[config.mk]
export PLATFORM = sky130hd
export DESIGN_NAME = clc_fifo
export DESIGN_NICKNAME = d
export VERILOG_FILES = /design/src/sv/clc_pkg.sv /design/src/sv/clc_fifo.sv
export SDC_FILE = /design/constraint.sdc
export NUM_CORES = 1
export LEC_CHECK = 0
export ABC_AREA = 1
export BUFFER_PORTS_ARGS = -buffer_cell sky130_fd_sc_hd__buf_2
export CAP_MARGIN = 20
export CELL_PAD_IN_SITES_DETAIL_PLACEMENT = 1
export CELL_PAD_IN_SITES_GLOBAL_PLACEMENT = 1
export CORE_UTILIZATION = 42
export DETAILED_ROUTE_END_ITERATION = 7
export PLACE_DENSITY_LB_ADDON = 0.1
export SLEW_MARGIN = 40
export SYNTH_ARGS = -nofsm -noshare
export SYNTH_HDL_FRONTEND = slang
export SYNTH_SLANG_ARGS = --single-unit
[constraint.sdc]
create_clock -name clk -period 3.1 [get_ports clk]
set_clock_uncertainty 0.05 [all_clocks]
set_input_delay 0 -clock clk [delete_from_list [all_inputs] [get_ports clk]]
set_output_delay 0 -clock clk [all_outputs]
set_load 0.02 [all_outputs]
[src/sv/clc_pkg.sv]
`timescale 1ns / 1ps
// Shared constants, register codes and the configuration bundle for the
// cache lookup core. No dependencies.
package clc_pkg;

  localparam int ADDR_W              = 32;
  localparam int TAG_W               = 30;
  localparam int TOT_W               = 32;
  localparam int CFG_W               = 4;
  localparam int CFG_IDX_W           = 2;
  localparam int QUEUE_DEPTH         = 2;
  localparam int DEF_MAX_INDEX_BITS  = 10;
  localparam int DEF_MAX_WAYS        = 8;
  localparam int MIN_OFFSET_BITS     = 2;
  localparam int MAX_OFFSET_BITS     = 8;

  localparam logic [CFG_W-1:0] RST_INDEX_BITS  = 4'd10;
  localparam logic [CFG_W-1:0] RST_OFFSET_BITS = 4'd2;
  localparam logic [CFG_W-1:0] RST_WAYS        = 4'd1;

  typedef enum logic [CFG_IDX_W-1:0] {
    REG_INDEX_BITS  = 2'd0,
    REG_OFFSET_BITS = 2'd1,
    REG_WAYS        = 2'd2
  } cfg_reg_t;

  typedef struct packed {
    logic [CFG_W-1:0] index_bits;
    logic [CFG_W-1:0] block_offset_bits;
    logic [CFG_W-1:0] ways;
  } cfg_t;

endpackage

[src/sv/clc_fifo.sv]
`timescale 1ns / 1ps
// Small register queue used between front and back and on the result side.
// Depends on clc_pkg for its default depth.
module clc_fifo #(
  parameter int W     = 8,
  parameter int DEPTH = clc_pkg::QUEUE_DEPTH
) (
  input  logic         clk,
  input  logic         rst_n,
  input  logic         push,
  input  logic [W-1:0] din,
  output logic         full,
  input  logic         pop,
  output logic [W-1:0] dout,
  output logic         empty
);
  import clc_pkg::*;

  localparam int PTR_W = (DEPTH > 1) ? $clog2(DEPTH) : 1;
  localparam int CNT_W = $clog2(DEPTH + 1);

  logic [W-1:0]     slot_r [DEPTH];
  logic [PTR_W-1:0] wr_ptr_r, wr_ptr_nxt;
  logic [PTR_W-1:0] rd_ptr_r, rd_ptr_nxt;
  logic [CNT_W-1:0] cnt_r, cnt_nxt;
  logic             do_push, do_pop;

  assign full    = (cnt_r == CNT_W'(DEPTH));
  assign empty   = (cnt_r == '0);
  assign do_push = push && !full;
  assign do_pop  = pop && !empty;
  assign dout    = slot_r[rd_ptr_r];

  always_comb begin
    wr_ptr_nxt = wr_ptr_r;
    rd_ptr_nxt = rd_ptr_r;
    cnt_nxt    = cnt_r;
    if (do_push) begin
      wr_ptr_nxt = (wr_ptr_r == PTR_W'(DEPTH - 1)) ? '0 : wr_ptr_r + 1'b1;
    end
    if (do_pop) begin
      rd_ptr_nxt = (rd_ptr_r == PTR_W'(DEPTH - 1)) ? '0 : rd_ptr_r + 1'b1;
    end
    if (do_push && !do_pop) begin
      cnt_nxt = cnt_r + 1'b1;
    end else if (do_pop && !do_push) begin
      cnt_nxt = cnt_r - 1'b1;
    end
  end

  always_ff @(posedge clk) begin
    if (!rst_n) begin
      wr_ptr_r <= '0;
      rd_ptr_r <= '0;
      cnt_r    <= '0;
    end else begin
      wr_ptr_r <= wr_ptr_nxt;
      rd_ptr_r <= rd_ptr_nxt;
      cnt_r    <= cnt_nxt;
    end
  end

  always_ff @(posedge clk) begin
    if (do_push) begin
      slot_r[wr_ptr_r] <= din;
    end
  end

endmodule

## Word-level counts from Yosys, hierarchy flattened

Memory sizes are Yosys's and may differ from the RTL's. A register that Yosys moved wholly into a read port is not among the register bits.
Cells that the tools add are included.

| storage, ports and cells | value |
|---|---|
| register bits | 4 |
| bits in writable memories | 16 |
| bits of input ports | 12 |
| output and inout port bits | 10 |
| logic and storage cells | 27 |
| memories kept | 1 |

| cells by class | value |
|---|---|
| $add $sub $neg | 4 |
| equal/unequal tests | 1 |
| muxes and demuxes | 8 |
| reduce and logical (&&, ||, !) cells | 10 |

Memory list:

| memory | depth | bits a word | rd ports | clocked after Yosys merged registers in | write ports | RTL line | text |
|---|---|---|---|---|---|---|---|
| slot_r | 2 | 8 | 1 | 1 | 1 | clc_fifo.sv:22 | `logic [W-1:0] slot_r [DEPTH];` |

Operators by type and width:

| cell | count |
|---|---|
| two-way mux 1 bit | 6 |
| logical AND 1 bit | 4 |
| zero test 1 bit | 4 |
| two-way mux 2 bit | 2 |
| adder 1 bit (second input constant) | 2 |
| adder 2 x 1 -> 2 bit (second input constant) | 1 |
| == test 2 bit (second input constant) | 1 |
| zero test 2 bit | 1 |
| nonzero test 2 bit | 1 |
| subtractor 2 x 1 -> 2 bit (second input constant) | 1 |

## Longest topological paths before layout

| depth | value |
|---|---|
| word-level depth | 7 |
| depth in mapped cells | 10 |
| depth with buffers taken out | 10 |

## Worst setup path after synthesis

OpenSTA, ideal clock, no wires.

| timing | value |
|---|---|
| path kind | flip-flop to flip-flop |
| start | reg cnt_r[0] |
| end | reg cnt_r[1] |
| setup time | 0.064 ns |
| arrival | 1.360 ns |
| data required time | 2.986 ns |
| path slack | 1.627 ns |
| cell stages (with the launch flop) | 10 |
| buffers on the path | 0 |
| period minus slack after synthesis | 1.473 ns |
| path through | dfxtp_1 nor2_1 nor2_2 inv_1 ha_1 inv_1 nand3_1 nand2_1 inv_1 nor2_1 |

| between the ends | value |
|---|---|
| longest elaborated chain between the ends | 6 |
| elaborated cells between the ends (all ways) | 15 |
| those cells by class | 2 x add/sub; 1 x eq/ne; 2 x mux; 10 x reduce/logical |

Ends and longest elaborated chain:

| item | RTL line | text |
|---|---|---|
| start: declaration | clc_fifo.sv:25 | `logic [CNT_W-1:0] cnt_r, cnt_nxt;` |
| start signal: assignment | clc_fifo.sv:59 | `cnt_r <= cnt_nxt;` |
| zero test 2 bit (*) | clc_fifo.sv:29 | `assign empty = (cnt_r == '0);` |
| net empty | clc_fifo.sv:15 | `output logic empty` |
| zero test 1 bit (*) | clc_fifo.sv:31 | `assign do_pop = pop && !empty;` |
| logical AND 1 bit (*) | clc_fifo.sv:31 |  |
| zero test 1 bit | clc_fifo.sv:44 | `if (do_push && !do_pop) begin` |
| logical AND 1 bit | clc_fifo.sv:44 |  |
| two-way mux 2 bit or nonzero test 2 bit (tied branches) | n/a |  |

Mark *: on every way through the listed nets, which the timed path passes. The rest lies on a longest branch. The select of a mux whose other input is x is not followed.
A chain may end at the register's enable or synchronous reset.

## Worst setup path in the final report

| timing | value |
|---|---|
| start | reg cnt_r[0] |
| end | mem slot_r[1][4] (enable) |

| between the ends | value |
|---|---|
| longest elaborated chain between the ends | 5 |

Ends and longest elaborated chain:

| item | RTL line | text |
|---|---|---|
| == test 2 bit | clc_fifo.sv:28 | `assign full = (cnt_r == CNT_W'(DEPTH));` |
| zero test 1 bit | clc_fifo.sv:30 | `assign do_push = push && !full;` |
| logical AND 1 bit | clc_fifo.sv:30 |  |
| two-way mux 1 bit | clc_fifo.sv:64 | `if (do_push) begin` |
| two-way mux 1 bit (implied by the code) | clc_fifo.sv:65 | `slot_r[wr_ptr_r] <= din;` |
| end: declaration | clc_fifo.sv:22 |  |

Every way passes these cells.

==> flow_summary.yaml <==
critical_path:
  r2r_setup_slack_ps: 1580
  startpoint: "cnt_r[0]"
  regToRegStartpoint: "cnt_r[0]"
  required_ps: 2980
  critPathArrivalTime_ps: 1400
  reg2reg_depth: 2
  cp-end-kind: "flip-flop"
  reg2reg_to: "slot_r[1][4]"
  cp-endpoint: "slot_r[1][4]"
  crit_type: "flip-flop to flip-flop"
  cp_max_fo: 8
  start_kind: "flip-flop"
synth:
  syn_avg_cell_area_um2: 13.1
  seq_area_frac_synth_pct: 70.5
  ys_ff_latch: 21
  synth.net_count: 76
  yosys_warnings: 0
  synth_area_um2: 823
  netlist_instances: 63
  synthDistinctLibCells: 15
timing:
  tightest_slew_ps: 685
  final_hold_viol_count: 0
  period_needed_ps: 1520
  rsz0062_at_grt: "no"
  period_share_pct: 49.0
  setup_viol: 0
  maxSlewHeadroom_pct: 54.2
  finalSetupTns_ps: 0
  fmax_ghz: 0.659
  drv_slew: 0
route:
  drtIter0Drc: 3
  ant_nets: 0
  drcViolationCount: 0
  firstDrtPassIters: 3
  vias: 563
  wl_um: 1410
  viasPerCell: 4.65
  avgRoutedWirePerCell_um: 11.6
floorplan:
  core_area_um2: 1780
  fp.dieW_um: 46.3
  start_util_pct: 46.2
  die_area_um2: 2140
  die_y_um: 46.3
  num_rows: 15
  ios: 22
global_routing:
  grt_pass1_wl_um: 2280
  grt_overflow: 0
  grt_usage_pct: 16.0
  antenna_found_initial: 0
  grt_max_degree: 13
  grt_pass1_vias: 544
status:
  status: "complete, no violations"
pwr:
  leakagePower_nw: 0.448
  switching_share_pct: 35.1
  clock_power_share_pct: 16.0
  p_sw_uw: 278
  powerDensity_nw_per_um2: 740
  peakVddDrop_mv: 0.504
  power_frac_comb_pct: 34.5
  total_power_uw: 793
  p_seq_share_pct: 49.5
  p_int_uw: 515
cts:
  clock_path_buffers: 2
  post-cts-setup-buffers: 0
  insertion_delay_ps: 300
  cts-buffers-inserted: 3
  cts.sinks: 21
  cts_root_buf: "clkbuf_4"
  hold_buffers: 9
  cts_tree: "done"
  cts.clk_slew.worst_paths_ps: 120
  cts.htree.levels: 1
  cts_resized: 0
final_layout:
  final_net_count: 110
  layout-drive-gt1-share_pct: 37.5
  layout.cells.most_common: "buf_2"
  area_growth_pct: 30.2
  antenna_cells: 0
  layout_common_cells: "21 x buf_2, 16 x edfxtp_1, 10 x nor2_1"
  fillers: 203
min_path:
  worstHoldPathType: "primary input to flip-flop"
job:
  cap_violations: 0
place:
  routabilityCongestion: 0.840
  io_buffers: 21
  hpwlAfterDp_um: 978
per-layer routing:
layer  GRT usage (%)  vias to the layer above  part of all wire, %
met4            7.06                        0                  1.0
li1                -                      280                    -
met5               0                        -                    0
met3            4.31                        2                  4.6
met1            17.8                      270                   42
met2            28.2                       11                   52
cell usage after synthesis:
cell      number  share of area [%]
nand4_1        1               0.76
o21ai_2        1                1.1
nor2_1        10                4.6
nor2_2         1               0.76
mux2_2         8                 11
nand3_1        1               0.61
dfxtp_1        5                 12
buf_2          1               0.61
nand2_1        6                2.7
a21oi_1        1               0.61
edfxtp_1      16                 58
inv_2          1               0.46
o21ai_0        2                1.2
ha_1           1                1.5
inv_1          8                3.6
through the flow:
step / cells / cell area [um^2] / util (%) / setup slack, ps / hold WS [ps]
final: 121 / 1070 / 60.1 / 1580 / 21.3
after global routing: 121 / 1070 / 60.1 / 1420 / 26.5
after CTS: 121 / 1070 / 60.1 / 1580 / 16.2
after detailed placement: 108 / 955 / 53.5 / 1600 / 142
after global placement: 108 / 955 / 53.5 / 1630 / 138
after floorplan: 63 / 823 / - / 1630 / 48.9
power by group through the flow:
stage	combinational (mW)	clock [mW]	sequential [mW]
floorplan	0.204	0	0.383
global placement	0.260	0	0.398
detailed placement	0.266	0	0.402
CTS	0.276	0.133	0.394
global route	0.308	0.143	0.401
finish	0.274	0.127	0.393
final cells by class:
| cell class | count | area (um^2) | area share, % |
|---|---|---|---|
| sequential | 21 | 581 | 54.1 |
| multi-input combinational | 32 | 204 | 19.0 |
| timing repair buffer | 30 | 195 | 18.2 |
| inverter | 9 | 33.8 | 3.15 |
| tap | 25 | 31.3 | 2.92 |
| clock buffer | 3 | 22.5 | 2.10 |
| clock inverter | 1 | 5.00 | 0.467 |
flip-flops by register name, summed over array words and instances (netlist names), named ones only:
| register | count |
|---|---|
| wr_ptr_r | 1 |
| cnt_r | 2 |
| slot_r | 16 |
| rd_ptr_r | 1 |
worst min path at each step:
stage                         endpoint  startpoint  slack, ps  depth (start not counted)
after global placement    slot_r[0][0]      din[0]        140                          1
after global routing          wr_ptr_r        push         30                          4
final                         wr_ptr_r        push         20                          4
after CTS                     wr_ptr_r        push         20                          4
after detailed placement  slot_r[0][6]      din[6]        140                          1
after floorplan           slot_r[0][0]      din[0]         50                          0
cells by family after synthesis:
family / after synthesis / share of synthesized area [%]
DFF: 21 / 70.5
and+or+nand+nor: 19 / 9.42
AOI/OAI and AO/OA: 4 / 2.89
adders and majority gates: 1 / 1.52
buffers and inverters: 10 / 4.71
muxes: 8 / 10.9
worst max-delay path, cell delays in order (launching register included):
cell and delay [ps]:
dfxtp_1 450, o21ai_2 110, nor2_1 540
Power figures use the tool's default switching activity.
