**config.mk**
```make
export PLATFORM = sky130hd
export DESIGN_NAME = clc_front
export DESIGN_NICKNAME = d
export VERILOG_FILES = /design/src/sv/clc_pkg.sv /design/src/sv/clc_front.sv
export SDC_FILE = /design/constraint.sdc
export NUM_CORES = 1
export LEC_CHECK = 0
export ABC_AREA = 1
export BUFFER_PORTS_ARGS = -buffer_cell sky130_fd_sc_hd__buf_2
export CORE_MARGIN = 1.5
export CORE_UTILIZATION = 49
export DETAILED_ROUTE_END_ITERATION = 12
export PLACE_DENSITY = 0.78
export REMOVE_ABC_BUFFERS = 1
export SYNTH_ARGS = -nofsm -noshare
export SYNTH_HDL_FRONTEND = slang
export SYNTH_SLANG_ARGS = --single-unit
```
**constraint.sdc**
```tcl
create_clock -name vclk -period 3.1
set_clock_uncertainty 0.05 [all_clocks]
set_input_delay 0.155 -clock vclk [all_inputs]
set_output_delay 0.155 -clock vclk [all_outputs]
set_load 0.01 [all_outputs]
```
**src/sv/clc_pkg.sv**
```systemverilog
`timescale 1ns / 1ps
// Shared constants, register codes and the configuration bundle for the
// cache lookup core. No dependencies.
package clc_pkg;

  localparam int ADDR_W              = 32;
  localparam int TAG_W               = 30;
  localparam int TOT_W               = 32;
  localparam int CFG_W               = 4;
  localparam int CFG_IDX_W           = 2;
  localparam int QUEUE_DEPTH         = 2;
  localparam int DEF_MAX_INDEX_BITS  = 10;
  localparam int DEF_MAX_WAYS        = 8;
  localparam int MIN_OFFSET_BITS     = 2;
  localparam int MAX_OFFSET_BITS     = 8;

  localparam logic [CFG_W-1:0] RST_INDEX_BITS  = 4'd10;
  localparam logic [CFG_W-1:0] RST_OFFSET_BITS = 4'd2;
  localparam logic [CFG_W-1:0] RST_WAYS        = 4'd1;

  typedef enum logic [CFG_IDX_W-1:0] {
    REG_INDEX_BITS  = 2'd0,
    REG_OFFSET_BITS = 2'd1,
    REG_WAYS        = 2'd2
  } cfg_reg_t;

  typedef struct packed {
    logic [CFG_W-1:0] index_bits;
    logic [CFG_W-1:0] block_offset_bits;
    logic [CFG_W-1:0] ways;
  } cfg_t;

endpackage

```
**src/sv/clc_front.sv**
```systemverilog
`timescale 1ns / 1ps
// Front end: splits an incoming address into set index and tag.
// Depends on clc_pkg.
module clc_front #(
  parameter int MAX_INDEX_BITS = clc_pkg::DEF_MAX_INDEX_BITS,
  localparam int SET_W = (MAX_INDEX_BITS > 0) ? MAX_INDEX_BITS : 1
) (
  input  logic [clc_pkg::ADDR_W-1:0] address,
  input  clc_pkg::cfg_t              cfg,
  output logic [SET_W-1:0]           set_idx,
  output logic [clc_pkg::TAG_W-1:0]  tag
);
  import clc_pkg::*;

  logic [CFG_W-1:0]  ib;
  logic [CFG_W-1:0]  ob;
  logic [CFG_W:0]    tag_shift;
  logic [ADDR_W-1:0] set_sh;
  logic [ADDR_W-1:0] tag_sh;
  logic [SET_W-1:0]  mask;

  always_comb begin
    // clamp the index and offset widths into their legal ranges
    ib = (int'(cfg.index_bits) > MAX_INDEX_BITS) ? CFG_W'(MAX_INDEX_BITS) : cfg.index_bits;
    if (int'(cfg.block_offset_bits) < MIN_OFFSET_BITS) begin
      ob = CFG_W'(MIN_OFFSET_BITS);
    end else if (int'(cfg.block_offset_bits) > MAX_OFFSET_BITS) begin
      ob = CFG_W'(MAX_OFFSET_BITS);
    end else begin
      ob = cfg.block_offset_bits;
    end
    tag_shift = {1'b0, ib} + {1'b0, ob};
    set_sh    = address >> ob;
    tag_sh    = address >> tag_shift;
    mask      = ~({SET_W{1'b1}} << ib);
    set_idx   = set_sh[SET_W-1:0] & mask;
    tag       = tag_sh[TAG_W-1:0];
  end

endmodule

```
### Word level (Yosys, flattened, before mapping)

Index checks and enable logic that the tools add are counted.

| word-level totals | value |
|---|---|
| register bits after elaboration | 0 |
| latch bits | 0 |
| bits in writable memories | 0 |
| memory bits (read-only) | 0 |
| input bits | 44 |
| memories kept | 0 |

| operators by class | value |
|---|---|
| add/subtract/negate cells | 1 |
| multipliers | 0 |
| divide/modulo/power cells | 0 |
| magnitude comparators | 3 |
| eq/ne operators | 0 |
| shift operators | 3 |
| muxes and demuxes | 3 |
| bitwise operators | 2 |
| reductions and logical operators | 0 |

Operator list:

| operator | number |
|---|---|
| right shift 32 x 4 -> 10 bit | 1 |
| right shift 32 x 5 -> 30 bit | 1 |
| two-way mux 4 bit | 3 |
| bitwise AND 10 bit | 1 |
| NOT 10 bit | 1 |
| << shifter 10 x 4 -> 10 bit, first input constant | 1 |
| > comparator 4 bit, second input constant | 2 |
| adder 4 x 4 -> 5 bit | 1 |
| less-than comparator 4 x 2 -> 1 bit, second input constant | 1 |

### Logic depth before layout (Yosys ltp)

Gate-level depths: netlist of the first run.

| logic depth | value |
|---|---|
| depth in word-level cells | 5 |
| gate-level depth with buffers | 19 |

### Worst setup path after synthesis of the first run

No wires, ideal clock.

| timing path | value |
|---|---|
| kind | input -> output |
| start | input port cfg[6] (netlist name) |
| end | output port tag[23] (netlist name) |
| data arrival time | 2.186 ns |
| data required time | 2.895 ns |
| setup slack | 0.709 ns |
| stages | 12 |
| cell sequence | buf_6 > nor2_1 > nor2_4 > buf_2 > ha_1 > ha_1 > inv_1 > buf_1 > nand3_1 > o211ai_1 > nand2_1 > nor2_1 |

| between the ends | value |
|---|---|
| word-level cells in the longest chain between the ends | 5 |

Ends and longest elaborated chain:

| element | line | text |
|---|---|---|
| from (decl) | clc_front.sv:9 | `input clc_pkg::cfg_t cfg,` |
| > comparator 4 bit | clc_front.sv:27 | `end else if (int'(cfg.block_offset_bits) > MAX_OFFSET_BITS) begin` |
| two-way mux 4 bit | clc_front.sv:27 |  |
| two-way mux 4 bit * | clc_front.sv:25 | `if (int'(cfg.block_offset_bits) < MIN_OFFSET_BITS) begin` |
| adder 4 x 4 -> 5 bit * | clc_front.sv:32 | `tag_shift = {1'b0, ib} + {1'b0, ob};` |
| right shift 32 x 5 -> 30 bit * | clc_front.sv:34 | `tag_sh = address >> tag_shift;` |
| to (decl) | clc_front.sv:11 | `output logic [clc_pkg::TAG_W-1:0] tag` |

Every way passes the cells marked *; elsewhere a longest branch is shown, timed or not.

### Final worst setup path of the first run

| timing path | value |
|---|---|
| start | input port cfg[7] (netlist name) |
| end | output port tag[18] (netlist name) |

The elaborated chain is that of the path after synthesis.

==> results of run 1 <==
## layer usage
metal,vias up,wire length [microns],global-route usage
li1,1917,-,-
met1,1731,3850,0.442
met2,218,4070,0.491
met3,23,727,0.0159
met4,0,153,0.0437
met5,-,0,0
## cell usage in the layout, fill, tap and decap left out
| cell type | n |
|---|---|
| nand3b_1 | 1 |
| nor2_4 | 4 |
| nand2_2 | 7 |
| o221ai_1 | 3 |
| inv_4 | 1 |
| a21oi_2 | 2 |
| inv_1 | 23 |
| nand2_1 | 153 |
| o21bai_1 | 1 |
| a221oi_1 | 1 |
| nand3_4 | 1 |
| nand3_1 | 193 |
| o21ai_0 | 30 |
| o21ai_4 | 1 |
| or2_2 | 2 |
| clkinv_1 | 1 |
| o211ai_1 | 6 |
| ha_1 | 3 |
| nand4_1 | 3 |
| nor3_1 | 2 |
| buf_2 | 80 |
| o21ai_1 | 1 |
| a21oi_1 | 10 |
| a211oi_1 | 1 |
| nand2_4 | 4 |
| nor2_1 | 30 |
| a31oi_2 | 1 |
| o21a_1 | 1 |
| buf_4 | 6 |
| o2111ai_1 | 1 |
| inv_2 | 8 |
## cells by family (layout without fill, tap and decap cells)
logic type	Yosys count	in the layout	share of synthesized area
simple gates	400	400	0.715
buf+inv	70	119	0.131
compound gates	59	59	0.140
fa+ha+maj	3	3	0.0145
## cell type report
| cell class | count | area (sq um) | area share |
|---|---|---|---|
| inverters | 33 | 126 | 0.0434 |
| well taps | 70 | 87.6 | 0.0301 |
| multi-input cells | 462 | 2250 | 0.774 |
| repair buffers | 86 | 445 | 0.153 |
## power by group through the flow
stage / clock [uW] / combinational (uW) / sequential (uW)
final: 0 / 887 / 0
after global routing: 0 / 992 / 0
after CTS: 0 / 870 / 0
after detailed placement: 0 / 867 / 0
after global placement: 0 / 855 / 0
after floorplan: 0 / 591 / 0
## worst max-delay path: stages
cell	delay, ns
buf_2	0.15
inv_4	0.18
nand2_4	0.16
nor2_4	0.17
nor2_4	0.06
ha_1	0.19
inv_1	0.07
nand2_1	0.09
nand2_2	0.08
nand2_4	0.05
inv_2	0.38
nand2_1	0.17
nand3_1	0.14
nand2_1	0.07
nor2_1	0.10
buf_2	0.15
## metrics by stage
stage,power [uW],instance area [sq um]
floorplan,591,2380
global placement,855,2910
detailed placement,867,2910
CTS,870,2910
global route,992,2910
finish,887,2910
## how the worst max path moves through the flow
stage	end	cells after the start	slack (ns)	startpoint
6_report	tag[18]	16	0.51	cfg[7]
5_1_grt	tag[3]	17	0.29	cfg[7]
4_1_cts	tag[16]	16	0.53	cfg[7]
3_5_place_dp	tag[3]	17	0.53	cfg[7]
3_3_place_gp	tag[0]	16	0.60	cfg[7]
2_1_floorplan	tag[17]	10	0.32	cfg[6]
==> flow_metrics.tcl, run 1 <==
set metrics [dict create \
    core_area_sq_um 5110 \
    detail-route-antenna-nets 0 \
    power_frac_comb 1.000 \
    synth_area_leaders "nand3_1, nand2_1, o21ai_0, nor2_1, inv_1" \
    peakVddDrop_v 0.000156 \
    synth_cells 532 \
    synthToLayoutAreaGrowth_pct 12.4 \
    min_period_ns 2.59 \
    fin_setup_tns_ns 0 \
    layout-drive-gt1-share 0.201 \
    fillers 566 \
    ctsHoldBuffers 0 \
    end_kind "output pin" \
    synth-warning-count 0 \
    ys_top_cells_by_count "nand3_1, nand2_1, nor2_1, o21ai_0, inv_1" \
    hold_end "set_idx[8]" \
    finalWirelength_mm 8.80 \
    fmax_ghz 0.386 \
    status "finished, final reports clean" \
    ioPinCount 84 \
    worstPathRequired_ns 2.89 \
    fin_util 0.570 \
    wire_per_inst_microns 13.5 \
    syn_avg_cell_area_sq_um 4.87 \
    clock_buffers 0 \
    diodes 0 \
    drv_slew 0 \
    dp_cells 651 \
    synth.most_common_cell "nand3_1" \
    grt_pass1_wl_mm 14.1 \
    fin_crit_sh 0.835 \
    start_util 0.508 \
    drcViolationCount 0 \
    die_w_microns 75.7 \
    critPathArrivalTime_ns 2.38 \
    worst_pin_slew_ns 0.610 \
    setup.worst_path.start_class "input port" \
    hold_class "input port to output pin" \
    grt_overflow_total 0 \
    synth_cell_types 34 \
    p_per_area_nw_per_um2 305 \
    leakagePower_uw 0.00160 \
    dr.pass1.iters 5 \
    synth.largest_area_cell "nand3_1" \
    hold_viol 0 \
    io_buffers 80 \
    holdCritStartpoint "address[16]" \
    grt_pass1_vias 3163 \
    gp_congestion 0.988 \
    relSlewSlack 0.593 \
    nFlopsAndLatches 0 \
    die-area_sq_um 5740 \
    row_count 26 \
    stdcell_count 651 \
    cts_setup_buffers 0 \
    netlist_area_sq_um 2590 \
    grt_usage 0.300 \
    drt_iter0_drc 457 \
    die_h_microns 75.7 \
    setup_ws_ns 0.512 \
    hold_depth 4 \
    synth_top_area_frac 0.373 \
    p_sw_uw 579 \
    pre_cts_ws_ns 0.528 \
    ys_seq_area_frac 0 \
    final-seq-area_sq_um 0 \
    post_cts_resized 0 \
    whs_ns 0.659 \
    p_int_uw 308 \
    place_hpwl_mm 6.67 \
    maxCapViolCount 0 \
    p_seq_frac 0 \
    clockPowerShare 0 \
    path_class "input port to output pin" \
    p_sw_frac 0.653 \
    rsz0062_at_grt "false" \
    grt_max_degree 33 \
    critPathMaxFanout 30 \
    antenna_found_initial 0 \
    setup-violations-final 0 \
    viasPerCell 5.97 \
    nets 630 \
    vias 3889 \
]
(Power assumes the default switching activity.)
==> inputs of run 2 (changes only) <==
==> constraint.sdc (replaced) <==
create_clock -name vclk -period 2.7
set_clock_uncertainty 0.05 [all_clocks]
set_input_delay 0.135 -clock vclk [all_inputs]
set_output_delay 0.135 -clock vclk [all_outputs]
set_load 0.01 [all_outputs]
==> run 2 against run 1 <==
First-iteration DRC count down 2.0%. Critical path depth is 1 higher. Global-route usage up 0.27 points. Clock-buffer cell count stayed put. Via count grew 0.36%. Critical path type unchanged. Critical endpoint is now tag[3].
==> flow_metrics.tcl, run 2 (synthesis results as in run 1) <==
set metrics [dict create \
    status "finished, final reports clean" \
    clockPowerShare 0 \
    clock_buffers 0 \
    dp_cells 656 \
    nFlopsAndLatches 0 \
    drt_iter0_drc 448 \
    die_w_microns 75.7 \
    whs_ns 0.596 \
    gp_congestion 0.993 \
    critPathArrivalTime_ns 2.26 \
    final-seq-area_sq_um 0 \
    layout-drive-gt1-share 0.208 \
    hold_class "input port to output pin" \
    die_h_microns 75.7 \
    start_util 0.508 \
    crit_chain "buf_2 > o21ai_4 > nand2_2 > inv_1 > ha_1 > ha_1 > inv_1 > nand2_1 > nand2_2 > nand2_4 > buf_4 > nand3_1 > nand2_1 > nand2_1 > nand3_1 > nand2_1 > buf_2" \
    cpMostUsedCell "nand2_1" \
    wire_per_inst_microns 13.5 \
    slowest_stage "buf_4" \
    ioPinCount 84 \
    post_cts_resized 0 \
    dr.pass1.iters 8 \
    grt_max_degree 33 \
    io_buffers 80 \
    final_cell_mix "nand3_1, nand2_1, buf_2" \
    ctsHoldBuffers 0 \
    maxCapViolCount 0 \
    viasPerCell 5.95 \
    pre_cts_ws_ns 0.271 \
    setup-violations-final 0 \
    stdcell_count 656 \
    drcViolationCount 0 \
    p_sw_frac 0.642 \
    setup_ws_ns 0.257 \
    p_seq_frac 0 \
    finalWirelength_mm 8.88 \
    peakVddDrop_v 0.000182 \
    diodes 0 \
    p_per_area_nw_per_um2 349 \
    end_kind "output pin" \
    fin_util 0.584 \
    grt_usage 0.303 \
    grt_pass1_wl_mm 14.2 \
    detail-route-antenna-nets 0 \
    row_count 26 \
    die-area_sq_um 5740 \
    grt_pass1_vias 3110 \
    critPathMaxFanout 32 \
    layout_commonest_cell "nand3_1" \
    worstPathRequired_ns 2.52 \
    cts_setup_buffers 0 \
    fin_setup_tns_ns 0 \
    fin_crit_sh 0.905 \
    max_stage_delay_ns 0.32 \
    fmax_ghz 0.409 \
    antenna_found_initial 0 \
    nets 635 \
    power_frac_comb 1.000 \
    vias 3903 \
    setup.worst_path.start_class "input port" \
    relSlewSlack 0.657 \
    p_int_uw 373 \
    p_sw_uw 668 \
    hold_viol 0 \
    synthToLayoutAreaGrowth_pct 15.1 \
    min_period_ns 2.44 \
    drv_slew 0 \
    core_area_sq_um 5110 \
    grt_overflow_total 0 \
    path_class "input port to output pin" \
    worst_pin_slew_ns 0.514 \
    leakagePower_uw 0.00163 \
    rsz0062_at_grt "false" \
    place_hpwl_mm 6.67 \
    fillers 566 \
]
-- run 2: cell types whose count changed in the layout (fill, tap and decap cells not counted), sizes merged --
cell,before,now
buf,86,91
-- run 2: area by class of cell --
| cell class | count | area (sq um) | area share |
|---|---|---|---|
| Inverter | 33 | 126 | 0.0423 |
| Timing Repair Buffer | 91 | 508 | 0.170 |
| Tap cell | 70 | 87.6 | 0.0294 |
| Multi-Input combinational cell | 462 | 2260 | 0.758 |
-- run 2: critical path, delay by kind of cell --
family | cells | cell delay [ns]
adders and majority gates | 2 | 0.29
AOI/OAI and AO/OA | 1 | 0.24
buffers and inverters | 5 | 0.74
and+or+nand+nor | 9 | 0.85
-- run 2: power by group through the flow --
stage / clock network [uW] / logic, uW / registers [uW]
4_1_cts: 0 / 1020 / 0
6_report: 0 / 1040 / 0
5_1_grt: 0 / 1160 / 0
3_5_place_dp: 0 / 1020 / 0
2_1_floorplan: 0 / 679 / 0
3_3_place_gp: 0 / 1000 / 0
-- run 2: final timing paths --
path | startpoint | endpoint | slack, ns | cells past startpoint
worst max-delay path | cfg[10] | tag[3] | 0.26 | 17
worst min-delay path | address[16] | set_idx[8] | 0.60 | 4
-- run 2: through the flow --
stage	power [uW]	area [sq um]
after floorplan	679	2380
after global placement	1000	2980
after detailed placement	1020	2980
after CTS	1020	2980
after global routing	1160	2980
final	1040	2980
-- run 2: per-layer routing --
layer	global-route usage	vias to the layer above	wire length [microns]
met5	0	-	0
met4	0.0377	0	60
met3	0.00397	8	735
met2	0.493	213	4160
met1	0.458	1747	3930
li1	-	1935	-
==> inputs of run 3 (changes only) <==
--- a/config.mk
+++ b/config.mk
@@ -8,9 +8,9 @@
 export ABC_AREA = 1
 export BUFFER_PORTS_ARGS = -buffer_cell sky130_fd_sc_hd__buf_2
 export CORE_MARGIN = 1.5
-export CORE_UTILIZATION = 49
+export CORE_UTILIZATION = 45
 export DETAILED_ROUTE_END_ITERATION = 12
-export PLACE_DENSITY = 0.78
+export PLACE_DENSITY = 0.73
 export REMOVE_ABC_BUFFERS = 1
 export SYNTH_ARGS = -nofsm -noshare
 export SYNTH_HDL_FRONTEND = slang
==> run 3 against run 2 <==
Wire length decreased by 2.4%. Critical path depth shrank 1. Critical endpoint unchanged. Largest power group unchanged. Non-clock buffer count did not move. Final cell count increased by 0.30%. Critical path type unchanged. Highest routed layer unchanged. Via count shrank 0.74%. First-iteration DRC count increased by 21%. Fmax hardly changed. Final area fell by 0.34%. Combinational power about the same.
==> flow_metrics.tcl, run 3 (synthesis results as in run 1) <==
set metrics [dict create \
    status "finished, final reports clean" \
    worstPathRequired_ns 2.52 \
    final_area_sq_um 2970 \
    diodes 0 \
    p_sw_uw 662 \
    final-seq-area_sq_um 0 \
    crit_start "cfg[7]" \
    layout-drive-gt1-share 0.208 \
    drcViolationCount 0 \
    busiest_layer "met2" \
    cts_setup_buffers 0 \
    rsz0062_at_grt "false" \
    core_area_sq_um 5540 \
    worst_pin_slew_ns 0.625 \
    peakVddDrop_v 0.000195 \
    critPathArrivalTime_ns 2.26 \
    relSlewSlack 0.583 \
    grt_usage 0.279 \
    final_cell_mix "nand3_1, nand2_1, buf_2" \
    drt_iter0_drc 544 \
    end_kind "output pin" \
    leakagePower_uw 0.00163 \
    hold_viol 0 \
    max_stage_delay_ns 0.32 \
    whs_ns 0.617 \
    setup-violations-final 0 \
    fin_crit_sh 0.905 \
    holdCritStartpoint "address[15]" \
    vias 3874 \
    nFlopsAndLatches 0 \
    wire_per_inst_microns 13.2 \
    p_seq_frac 0 \
    die_h_microns 78.9 \
    grt_max_degree 33 \
    p_int_uw 370 \
    dpl_cell_area_sq_um 2970 \
    maxCapViolCount 0 \
    viasPerCell 5.89 \
    grt_use_met3 0.00575 \
    grt_use_met2 0.461 \
    setup.worst_path.start_class "input port" \
    hold_class "input port to output pin" \
    dr.pass1.iters 6 \
    nets 635 \
    io_buffers 80 \
    grt_util_met1 0.407 \
    pre_cts_ws_ns 0.271 \
    layout_commonest_cell "nand3_1" \
    critPathMaxFanout 32 \
    fin_util 0.537 \
    die_w_microns 78.9 \
    power_frac_comb 1.000 \
    finalWirelength_mm 8.67 \
    clockPowerShare 0 \
    grt_pass1_wl_mm 14.7 \
    row_count 27 \
    crit_chain "buf_2 > inv_4 > nand2_4 > nor2_4 > nor2_4 > ha_1 > inv_1 > nand3_1 > nand2_4 > buf_4 > nand3_1 > nand2_1 > nand2_1 > nand3_1 > nand2_1 > buf_2" \
    synthToLayoutAreaGrowth_pct 14.7 \
    ioPinCount 84 \
    grt_overflow_total 0 \
    setup_ws_ns 0.257 \
    start_util 0.468 \
    gp_congestion 0.970 \
    clock_buffers 0 \
    path_class "input port to output pin" \
    fillers 609 \
    die-area_sq_um 6230 \
    grt_pass1_vias 3283 \
    p_per_area_nw_per_um2 347 \
    antenna_found_initial 0 \
    fmax_ghz 0.409 \
    slowest_stage "buf_4" \
    place_hpwl_mm 6.70 \
    drv_slew 0 \
    detail-route-antenna-nets 0 \
    min_period_ns 2.44 \
    fin_setup_tns_ns 0 \
    p_sw_frac 0.641 \
]
==> run 3: cell types whose count changed in the layout (fill, tap and decap cells not counted) <==
cell and delta:
buf_12 -1, buf_4 +1
==> run 3: critical path: cells and delay by family <==
kind | cells | cell delay (ns)
fa+ha+maj | 1 | 0.18
buf+inv | 5 | 0.86
simple gates | 10 | 1.07
==> run 3: path summary, 6_finish.rpt <==
check  depth (start not counted)          to
max                           16      tag[3]
min                            4  set_idx[7]
==> run 3: repair_timing <==
item	in CTS	in global routing
endpoints found under the setup margin	0	6
resized for setup	0	1
hold buffers	0	0
==> run 3: power by group through the flow <==
stage	clock (uW)	sequential [uW]	combinational (uW)
global placement	0	0	1000
CTS	0	0	1020
detailed placement	0	0	1010
floorplan	0	0	679
finish	0	0	1030
global route	0	0	1160
==> run 3: final cells by class <==
cell class,instances,area (sq um),share of cell area
inverters,33,126,0.0425
multi-input cells,462,2260,0.761
well taps,72,90.1,0.0303
repair buffers,91,495,0.167
==> run 3: layer usage <==
layer  up-vias  part of all wire
li1       1934                 -
met5         -                 0
met4         0             0.027
met2       205              0.46
met1      1703              0.42
met3        32             0.087
==> run 3: metrics by stage <==
step	power [uW]	cells
after floorplan	679	495
after global placement	1000	658
after detailed placement	1010	658
after CTS	1020	658
after global routing	1160	658
final	1030	658
